<file path="config.mk">
export PLATFORM = sky130hd
export DESIGN_NAME = text_word_tokenizer_top
export DESIGN_NICKNAME = d
export VERILOG_FILES = /design/src/design/twt_pkg.sv /design/src/design/text_word_tokenizer_top.sv /design/src/design/twt_step.sv /design/src/design/twt_fifo.sv
export SDC_FILE = /design/constraint.sdc
export NUM_CORES = 1
export LEC_CHECK = 0
export BUFFER_PORTS_ARGS = -buffer_cell sky130_fd_sc_hd__buf_2
export CORE_ASPECT_RATIO = 0.9
export CORE_MARGIN = 1.5
export CORE_UTILIZATION = 35
export DETAILED_ROUTE_END_ITERATION = 10
export SLEW_MARGIN = 20
export SYNTH_ARGS = -nofsm -noshare
export SYNTH_HDL_FRONTEND = slang
export SYNTH_SLANG_ARGS = --single-unit
</file>
<file path="constraint.sdc">
create_clock -name clk -period 9.5 [get_ports clk]
set_clock_uncertainty 0.05 [all_clocks]
set_input_delay 0 -clock clk [delete_from_list [all_inputs] [get_ports clk]]
set_output_delay 0 -clock clk [all_outputs]
set_load 0.01 [all_outputs]
</file>
<file path="src/design/twt_pkg.sv">
// Shared types, character codes and byte classification for the text word tokenizer.
// Used by twt_step, twt_fifo and text_word_tokenizer_top; no dependencies.
`default_nettype none
package twt_pkg;

  localparam int unsigned TWT_MAX_RESULTS = 3;
  localparam int unsigned TWT_FIFO_DEPTH  = 4;

  localparam logic [7:0] CH_TAB   = 8'h09;
  localparam logic [7:0] CH_LF    = 8'h0A;
  localparam logic [7:0] CH_CR    = 8'h0D;
  localparam logic [7:0] CH_SPACE = 8'h20;
  localparam logic [7:0] CH_QUOTE = 8'h27;
  localparam logic [7:0] CH_UPPER_A = 8'h41;
  localparam logic [7:0] CH_UPPER_Z = 8'h5A;
  localparam logic [7:0] CH_LOWER_A = 8'h61;
  localparam logic [7:0] CH_LOWER_Z = 8'h7A;
  localparam logic [7:0] CH_ZERO  = 8'h30;
  localparam logic [7:0] CH_NINE  = 8'h39;
  localparam logic [7:0] CASE_OFFSET = 8'h20;

  typedef enum logic [1:0] {
    MODE_IDLE  = 2'd0,
    MODE_DIGIT = 2'd1,
    MODE_WORD  = 2'd2
  } twt_mode_t;

  typedef struct packed {
    twt_mode_t  mode;
    logic [7:0] held;
    logic       quote_pending;
  } twt_state_t;

  typedef struct packed {
    logic [7:0] token_byte;
    logic       token_last;
  } twt_result_t;

  function automatic logic is_letter(input logic [7:0] c);
    return ((c >= CH_LOWER_A) && (c <= CH_LOWER_Z)) ||
           ((c >= CH_UPPER_A) && (c <= CH_UPPER_Z));
  endfunction

  function automatic logic is_digit(input logic [7:0] c);
    return (c >= CH_ZERO) && (c <= CH_NINE);
  endfunction

  function automatic logic is_blank(input logic [7:0] c);
    return (c == CH_TAB) || (c == CH_LF) || (c == CH_CR) || (c == CH_SPACE);
  endfunction

  function automatic logic [7:0] to_lower(input logic [7:0] c);
    logic [7:0] r;
    r = c;
    if ((c >= CH_UPPER_A) && (c <= CH_UPPER_Z)) begin
      r = c + CASE_OFFSET;
    end
    return r;
  endfunction

endpackage
`default_nettype wire

</file>
<file path="src/design/text_word_tokenizer_top.sv">
// Text word tokenizer top level: tokenizer state registers, step logic and result queue.
// Depends on twt_pkg, twt_step and twt_fifo.
//
// Usage:
//   Input channel (in_valid/in_stall) carries one text byte per request, with
//   in_end_of_text set to flush the held byte and close the text.
//   Output channel (out_valid/out_stall) carries lowercased token bytes, one per
//   cycle while out_stall is low, with out_token_last marking the final byte of each token.
//   Each request yields zero to three results; they enter a FIFO_DEPTH-entry
//   result queue in the accepting cycle, and an empty queue offers the first in the next cycle.
//   Throughput: one request per cycle while the queue has room for three more
//   entries; the output side drains one result per cycle while out_stall is low, so a
//   stream making more than one result per byte is paced by the output port.
//   When the receiver stalls, results stay in the queue and in_stall rises once
//   fewer than three free entries remain.
//   Reset (rst_n low, synchronous) empties the queue and returns the scanner to
//   idle with no byte held and no apostrophe pending.
`default_nettype none
module text_word_tokenizer_top #(
  parameter int unsigned FIFO_DEPTH = twt_pkg::TWT_FIFO_DEPTH
) (
  input  wire logic       clk,
  input  wire logic       rst_n,
  input  wire logic       in_valid,
  output logic            in_stall,
  input  wire logic [7:0] in_text_byte,
  input  wire logic       in_end_of_text,
  output logic            out_valid,
  input  wire logic       out_stall,
  output logic [7:0]      out_token_byte,
  output logic            out_token_last
);
  import twt_pkg::*;

  twt_state_t  state_r, state_nxt;
  twt_result_t step_res [TWT_MAX_RESULTS];
  logic [1:0]  step_count;
  logic        in_accept;
  logic        has_room;
  logic        pop;
  twt_result_t head;

  assign in_stall  = !has_room;
  assign in_accept = in_valid && has_room;
  assign pop       = out_valid && !out_stall;

  twt_step u_step (
    .text_byte   (in_text_byte),
    .end_of_text (in_end_of_text),
    .cur         (state_r),
    .nxt         (state_nxt),
    .res         (step_res),
    .res_count   (step_count)
  );

  always_ff @(posedge clk) begin
    if (!rst_n) begin
      state_r <= '{mode: MODE_IDLE, held: 8'h00, quote_pending: 1'b0};
    end else if (in_accept) begin
      state_r <= state_nxt;
    end
  end

  twt_fifo #(
    .DEPTH (FIFO_DEPTH)
  ) u_fifo (
    .clk        (clk),
    .rst_n      (rst_n),
    .push_count (in_accept ? step_count : 2'd0),
    .push_data  (step_res),
    .pop        (pop),
    .head       (head),
    .not_empty  (out_valid),
    .has_room   (has_room)
  );

  assign out_token_byte = head.token_byte;
  assign out_token_last = head.token_last;

endmodule
`default_nettype wire

</file>
<file path="src/design/twt_step.sv">
// Combinational tokenizer step: classifies one byte against the held state and
// produces up to three result entries and the next state. Depends on twt_pkg.
`default_nettype none
module twt_step (
  input  wire logic [7:0]          text_byte,
  input  wire logic                end_of_text,
  input  wire twt_pkg::twt_state_t cur,
  output twt_pkg::twt_state_t      nxt,
  output twt_pkg::twt_result_t     res [twt_pkg::TWT_MAX_RESULTS],
  output logic [1:0]               res_count
);
  import twt_pkg::*;

  logic [7:0] lc;
  logic       do_start;
  logic [1:0] slot;

  assign lc = to_lower(text_byte);

  always_comb begin
    nxt       = cur;
    res_count = 2'd0;
    do_start  = 1'b0;
    slot      = 2'd0;
    for (int i = 0; i < TWT_MAX_RESULTS; i++) begin
      res[i] = '{token_byte: lc, token_last: 1'b1};
    end

    if (end_of_text) begin
      if (cur.mode == MODE_DIGIT || cur.mode == MODE_WORD) begin
        res[0]    = '{token_byte: cur.held, token_last: 1'b1};
        res_count = 2'd1;
        if (cur.mode == MODE_WORD && cur.quote_pending) begin
          res[1]    = '{token_byte: CH_QUOTE, token_last: 1'b1};
          res_count = 2'd2;
        end
      end
      nxt.mode          = MODE_IDLE;
      nxt.quote_pending = 1'b0;
    end else begin
      case (cur.mode)
        MODE_DIGIT: begin
          if (is_digit(text_byte) || is_letter(text_byte)) begin
            res[0]    = '{token_byte: cur.held, token_last: 1'b0};
            res_count = 2'd1;
            nxt.held  = lc;
          end else begin
            res[0]   = '{token_byte: cur.held, token_last: 1'b1};
            do_start = 1'b1;
            slot     = 2'd1;
          end
        end
        MODE_WORD: begin
          if (cur.quote_pending) begin
            if (is_letter(text_byte)) begin
              // apostrophe sits between two letters: keep it inside the word
              res[0]            = '{token_byte: cur.held, token_last: 1'b0};
              res[1]            = '{token_byte: CH_QUOTE, token_last: 1'b0};
              res_count         = 2'd2;
              nxt.held          = lc;
              nxt.quote_pending = 1'b0;
            end else begin
              res[0]   = '{token_byte: cur.held, token_last: 1'b1};
              res[1]   = '{token_byte: CH_QUOTE, token_last: 1'b1};
              do_start = 1'b1;
              slot     = 2'd2;
            end
          end else if (is_letter(text_byte)) begin
            res[0]    = '{token_byte: cur.held, token_last: 1'b0};
            res_count = 2'd1;
            nxt.held  = lc;
          end else if (text_byte == CH_QUOTE) begin
            nxt.quote_pending = 1'b1;
          end else begin
            res[0]   = '{token_byte: cur.held, token_last: 1'b1};
            do_start = 1'b1;
            slot     = 2'd1;
          end
        end
        default: begin
          do_start = 1'b1;
          slot     = 2'd0;
        end
      endcase

      // open a new token from idle after whatever the old one emitted; other non-blank bytes become one-byte tokens
      if (do_start) begin
        nxt.mode          = MODE_IDLE;
        nxt.quote_pending = 1'b0;
        res_count         = slot;
        if (is_digit(text_byte)) begin
          nxt.mode = MODE_DIGIT;
          nxt.held = lc;
        end else if (is_letter(text_byte)) begin
          nxt.mode = MODE_WORD;
          nxt.held = lc;
        end else if (!is_blank(text_byte)) begin
          res_count = slot + 2'd1;
        end
      end
    end
  end

endmodule
`default_nettype wire

</file>
<file path="src/design/twt_fifo.sv">
// Result queue: takes up to three entries per cycle, delivers one per cycle while pop is high.
// Depends on twt_pkg for the entry type and the push width.
`default_nettype none
module twt_fifo #(
  parameter int unsigned DEPTH = twt_pkg::TWT_FIFO_DEPTH
) (
  input  wire logic                 clk,
  input  wire logic                 rst_n,
  input  wire logic [1:0]           push_count,
  input  wire twt_pkg::twt_result_t push_data [twt_pkg::TWT_MAX_RESULTS],
  input  wire logic                 pop,
  output twt_pkg::twt_result_t      head,
  output logic                      not_empty,
  output logic                      has_room
);
  import twt_pkg::*;

  localparam int unsigned PtrW = (DEPTH > 1) ? $clog2(DEPTH) : 1;
  localparam int unsigned CntW = $clog2(DEPTH + 1);
  localparam logic [PtrW-1:0] LastPtr = PtrW'(DEPTH - 1);
  localparam logic [CntW-1:0] RoomLimit = CntW'(DEPTH - TWT_MAX_RESULTS);

  twt_result_t     mem_r [DEPTH];
  logic [PtrW-1:0] wr_ptr_r, wr_ptr_nxt;
  logic [PtrW-1:0] rd_ptr_r, rd_ptr_nxt;
  logic [CntW-1:0] count_r, count_nxt;
  logic [PtrW-1:0] slot_ptr [TWT_MAX_RESULTS];

  function automatic logic [PtrW-1:0] ptr_inc(input logic [PtrW-1:0] p);
    return (p == LastPtr) ? '0 : p + PtrW'(1);
  endfunction

  always_comb begin
    slot_ptr[0] = wr_ptr_r;
    for (int i = 1; i < TWT_MAX_RESULTS; i++) begin
      slot_ptr[i] = ptr_inc(slot_ptr[i-1]);
    end
    wr_ptr_nxt = wr_ptr_r;
    for (int i = 0; i < TWT_MAX_RESULTS; i++) begin
      if (2'(i) < push_count) begin
        wr_ptr_nxt = ptr_inc(slot_ptr[i]);
      end
    end
    rd_ptr_nxt = pop ? ptr_inc(rd_ptr_r) : rd_ptr_r;
    count_nxt  = count_r + CntW'(push_count) - CntW'(pop);
  end

  always_ff @(posedge clk) begin
    if (!rst_n) begin
      wr_ptr_r <= '0;
      rd_ptr_r <= '0;
      count_r  <= '0;
    end else begin
      wr_ptr_r <= wr_ptr_nxt;
      rd_ptr_r <= rd_ptr_nxt;
      count_r  <= count_nxt;
    end
  end

  always_ff @(posedge clk) begin
    for (int i = 0; i < TWT_MAX_RESULTS; i++) begin
      if (2'(i) < push_count) begin
        mem_r[slot_ptr[i]] <= push_data[i];
      end
    end
  end

  assign head      = mem_r[rd_ptr_r];
  assign not_empty = (count_r != '0);
  // hold off requests unless a worst-case burst of results fits
  assign has_room  = (count_r <= RoomLimit);

endmodule
`default_nettype wire

</file>
==> results.cfg <==
[outcome]
status = complete, no violations

[floorplan]
initial_core_util = 0.3622
die_area_mm2 = 0.01133
rows = 35
io_pins = 24
coreArea_mm2 = 0.01033
fp.dieH_um = 101.1
die_x_um = 112.0

[worst_setup_path]
worstReg2RegStart = state_r[9]
critPathMaxFanout = 27
cp.arrival_ns = 4.21
crit_slowest_cell = ha_1
crit_path_frequent_cell = ha_1
rrSetupSlack_ns = 5.41
path_cells = inv_1, ha_1, nor2_1, and3_1, a221o_1, o21a_2, a21oi_4, inv_2, ha_1, inv_1, ha_1, fa_1, xor2_1, xnor2_1, nor2_1
rr_worst_depth = 15
slowest_delay_ns = 0.81
crit_type = reg2reg
crit_path_start = state_r[9]
cp-end-kind = flop
start_kind = flop
worst_ep_required_time_ns = 9.62

[cts]
cts_root_buffer = clkbuf_16
cts.repair.resized = 0
clk_pin_slew_worst_paths_ns = 0.08
tritoncts = done
cts-buffers-inserted = 5
cts_sinks = 56
postCtsSetupRepairBufs = 0
ctsLongestPathBuffers = 2
cts_max_level = 2
clk_latency_ns = 0.30
holdBufCountCts = 1

[placement]
port_buffers = 23
placed_cell_area_mm2 = 0.003940
globalplace.congestion = 0.8961
dp.cells = 522
post-dp-hpwl_um = 7259

[yosys]
synth_ff_type = edfxtp_1
muxShareOfSynthArea = 0.07654
synth_fa_ha_area_frac = 0.06217
ys_seq_area_frac = 0.3850
synth-simple-area-share = 0.1414
yosys_register_bits = 56
ys_top_cells_by_count = nor2_1, edfxtp_1, nand2_1
yosys_warnings = 0
yosysMostFrequentCell = nor2_1
ys_types = 69
synth_top_family_by_area = compound AO/OA/AOI/OAI gates
synthArstFlopShare = 0
synthCells = 391
synth_top_area_share = 0.2567
syn-num-nets = 422
synth_compound_area_frac = 0.2851
netlist_area_mm2 = 0.003744
synth_area_leaders = edfxtp_1, dfxtp_1, ha_1, a22oi_1, mux4_2
synth-edff-count = 32
synth_xor_area_frac = 0.004679
post_synth.cell_area_avg_um2 = 9.574
synth.largest_area_cell = edfxtp_1

[worst_hold_path]
hold_path_class = in2reg
min_from = in_text_byte[2]
min_path_cells = 3

[power_and_ir_drop]
ir_drop_mv = 0.09635
power_w = 0.0006973
power_density_mw_per_mm2 = 169.7
leakage_nw = 1.527

[layout]
fin_area_mm2 = 0.004109
fin_nets = 432
final_cells = 531
drive_gt1_frac = 0.1368
diodes = 0
area_growth_pct = 9.759
nFillCells = 1025

[timing]
finalCritPeriodShare = 0.4307
hold_viol = 0
tns_ns = 0
finalSetupViolations = 0
min_period_ns = 4.092
slew_headroom = 0.3753
grt_setup_unrepaired = no
fmaxAchievable_mhz = 244.4
slew_viol_final = 0
tightest_slew_ns = 0.9249

[grt]
antenna_found_initial = 0
grt_use_met2 = 0.3039
grt_pass1_wl_um = 16510
grt_pass1_vias = 3193
gr-usage-all-layers = 0.1840
gr-usage-met3 = 0.02766
grt_use_met1 = 0.2546
overflow = 0
grt_start_max_net_pins = 30
grt-busiest-layer = met2

[drt]
drt-initial-drc-count = 215
routed_wl_um = 9952
vias = 3204
drc = 0
via_per_inst = 6.034
detail-route-antenna-nets = 0
firstDrtPassIters = 6
wl_per_cell_um = 18.74

[job]
maxCapViolations = 0
[flip-flops by register name (all words and copies together), names as in the netlist, named ones only]
signal,cells
u_fifo.count_r,3
state_r,11
u_fifo.rd_ptr_r,2
u_fifo.wr_ptr_r,2
u_fifo.mem_r,36
[path summary, 6_finish.rpt]
check,to
setup / recovery,u_fifo.count_r[2]
hold / removal,state_r[3]
setup reg to reg,u_fifo.count_r[2]
hold reg to reg,state_r[3]
[cells in the final DEF, fill, tap and decap left out, types with 5 or more instances in the layout]
master,netlist,layout
nand3_1,7,7
clkbuf_16,0,5
a211o_1,6,6
mux4_2,9,9
edfxtp_1,32,32
inv_1,21,21
nor2_1,37,37
mux2i_1,7,7
a31oi_1,5,5
o21a_1,6,6
buf_2,2,23
a22oi_1,27,27
a21o_1,11,11
nand2_1,28,28
ha_1,17,17
dfxtp_1,24,24
a21oi_1,22,22
o21ai_1,5,5
o21ai_0,12,12
o22ai_1,16,16
[routing by layer]
layer  vias to the layer above  wire length (um)  share of wire
met3                        11               554          0.056
met2                       121              4602           0.46
met5                         -                 0              0
met4                         0               107          0.011
met1                      1545              4687           0.47
li1                       1527                 -              -
[kinds of logic after synthesis]
group	after synthesis
adder cells (fa/ha/maj)	18
flip-flops	56
AND/OR/NAND/NOR	106
XOR/XNOR	2
AO/OA/AOI/OAI	149
multiplexers	17
buffers and inverters	43
[worst max-delay path, delay by kind of cell (launching register included)]
| kind | cells | cell delay [ns] |
|---|---|---|
| adder cells (fa/ha/maj) | 4 | 1.66 |
| AND/OR/NAND/NOR | 3 | 0.45 |
| XOR/XNOR | 2 | 0.34 |
| flip-flops | 1 | 0.36 |
| AO/OA/AOI/OAI | 3 | 0.89 |
| buffers and inverters | 3 | 0.21 |
[power by group]
group	internal (W)	total (W)	switching, W
Combinational	0.0000937	0.000209	0.000115
Sequential	0.000277	0.000298	0.0000208
Clock	0.0000985	0.000190	0.0000913
Total	0.000470	0.000697	0.000228
[per-stage QoR]
step / setup slack, ns / utilization / hold WS, ns
2_1_floorplan: 6.071 / - / 0.07171
3_3_place_gp: 5.299 / 0.3812 / 0.2387
3_5_place_dp: 5.150 / 0.3812 / 0.2434
4_1_cts: 5.154 / 0.3964 / 0.06702
5_1_grt: 5.179 / 0.3976 / 0.09568
6_report: 5.408 / 0.3976 / 0.06906
[cell type report]
type,instances,area (um^2),area share
clock buffers,5,125.1,0.03045
clock inverters,3,21.27,0.005177
inverters,22,82.58,0.02010
multi-input cells,292,2152,0.5238
flip-flops and latches,56,1441,0.3508
well taps,129,161.4,0.03928
repair buffers,24,125.1,0.03045
(Power assumes the default switching activity.)
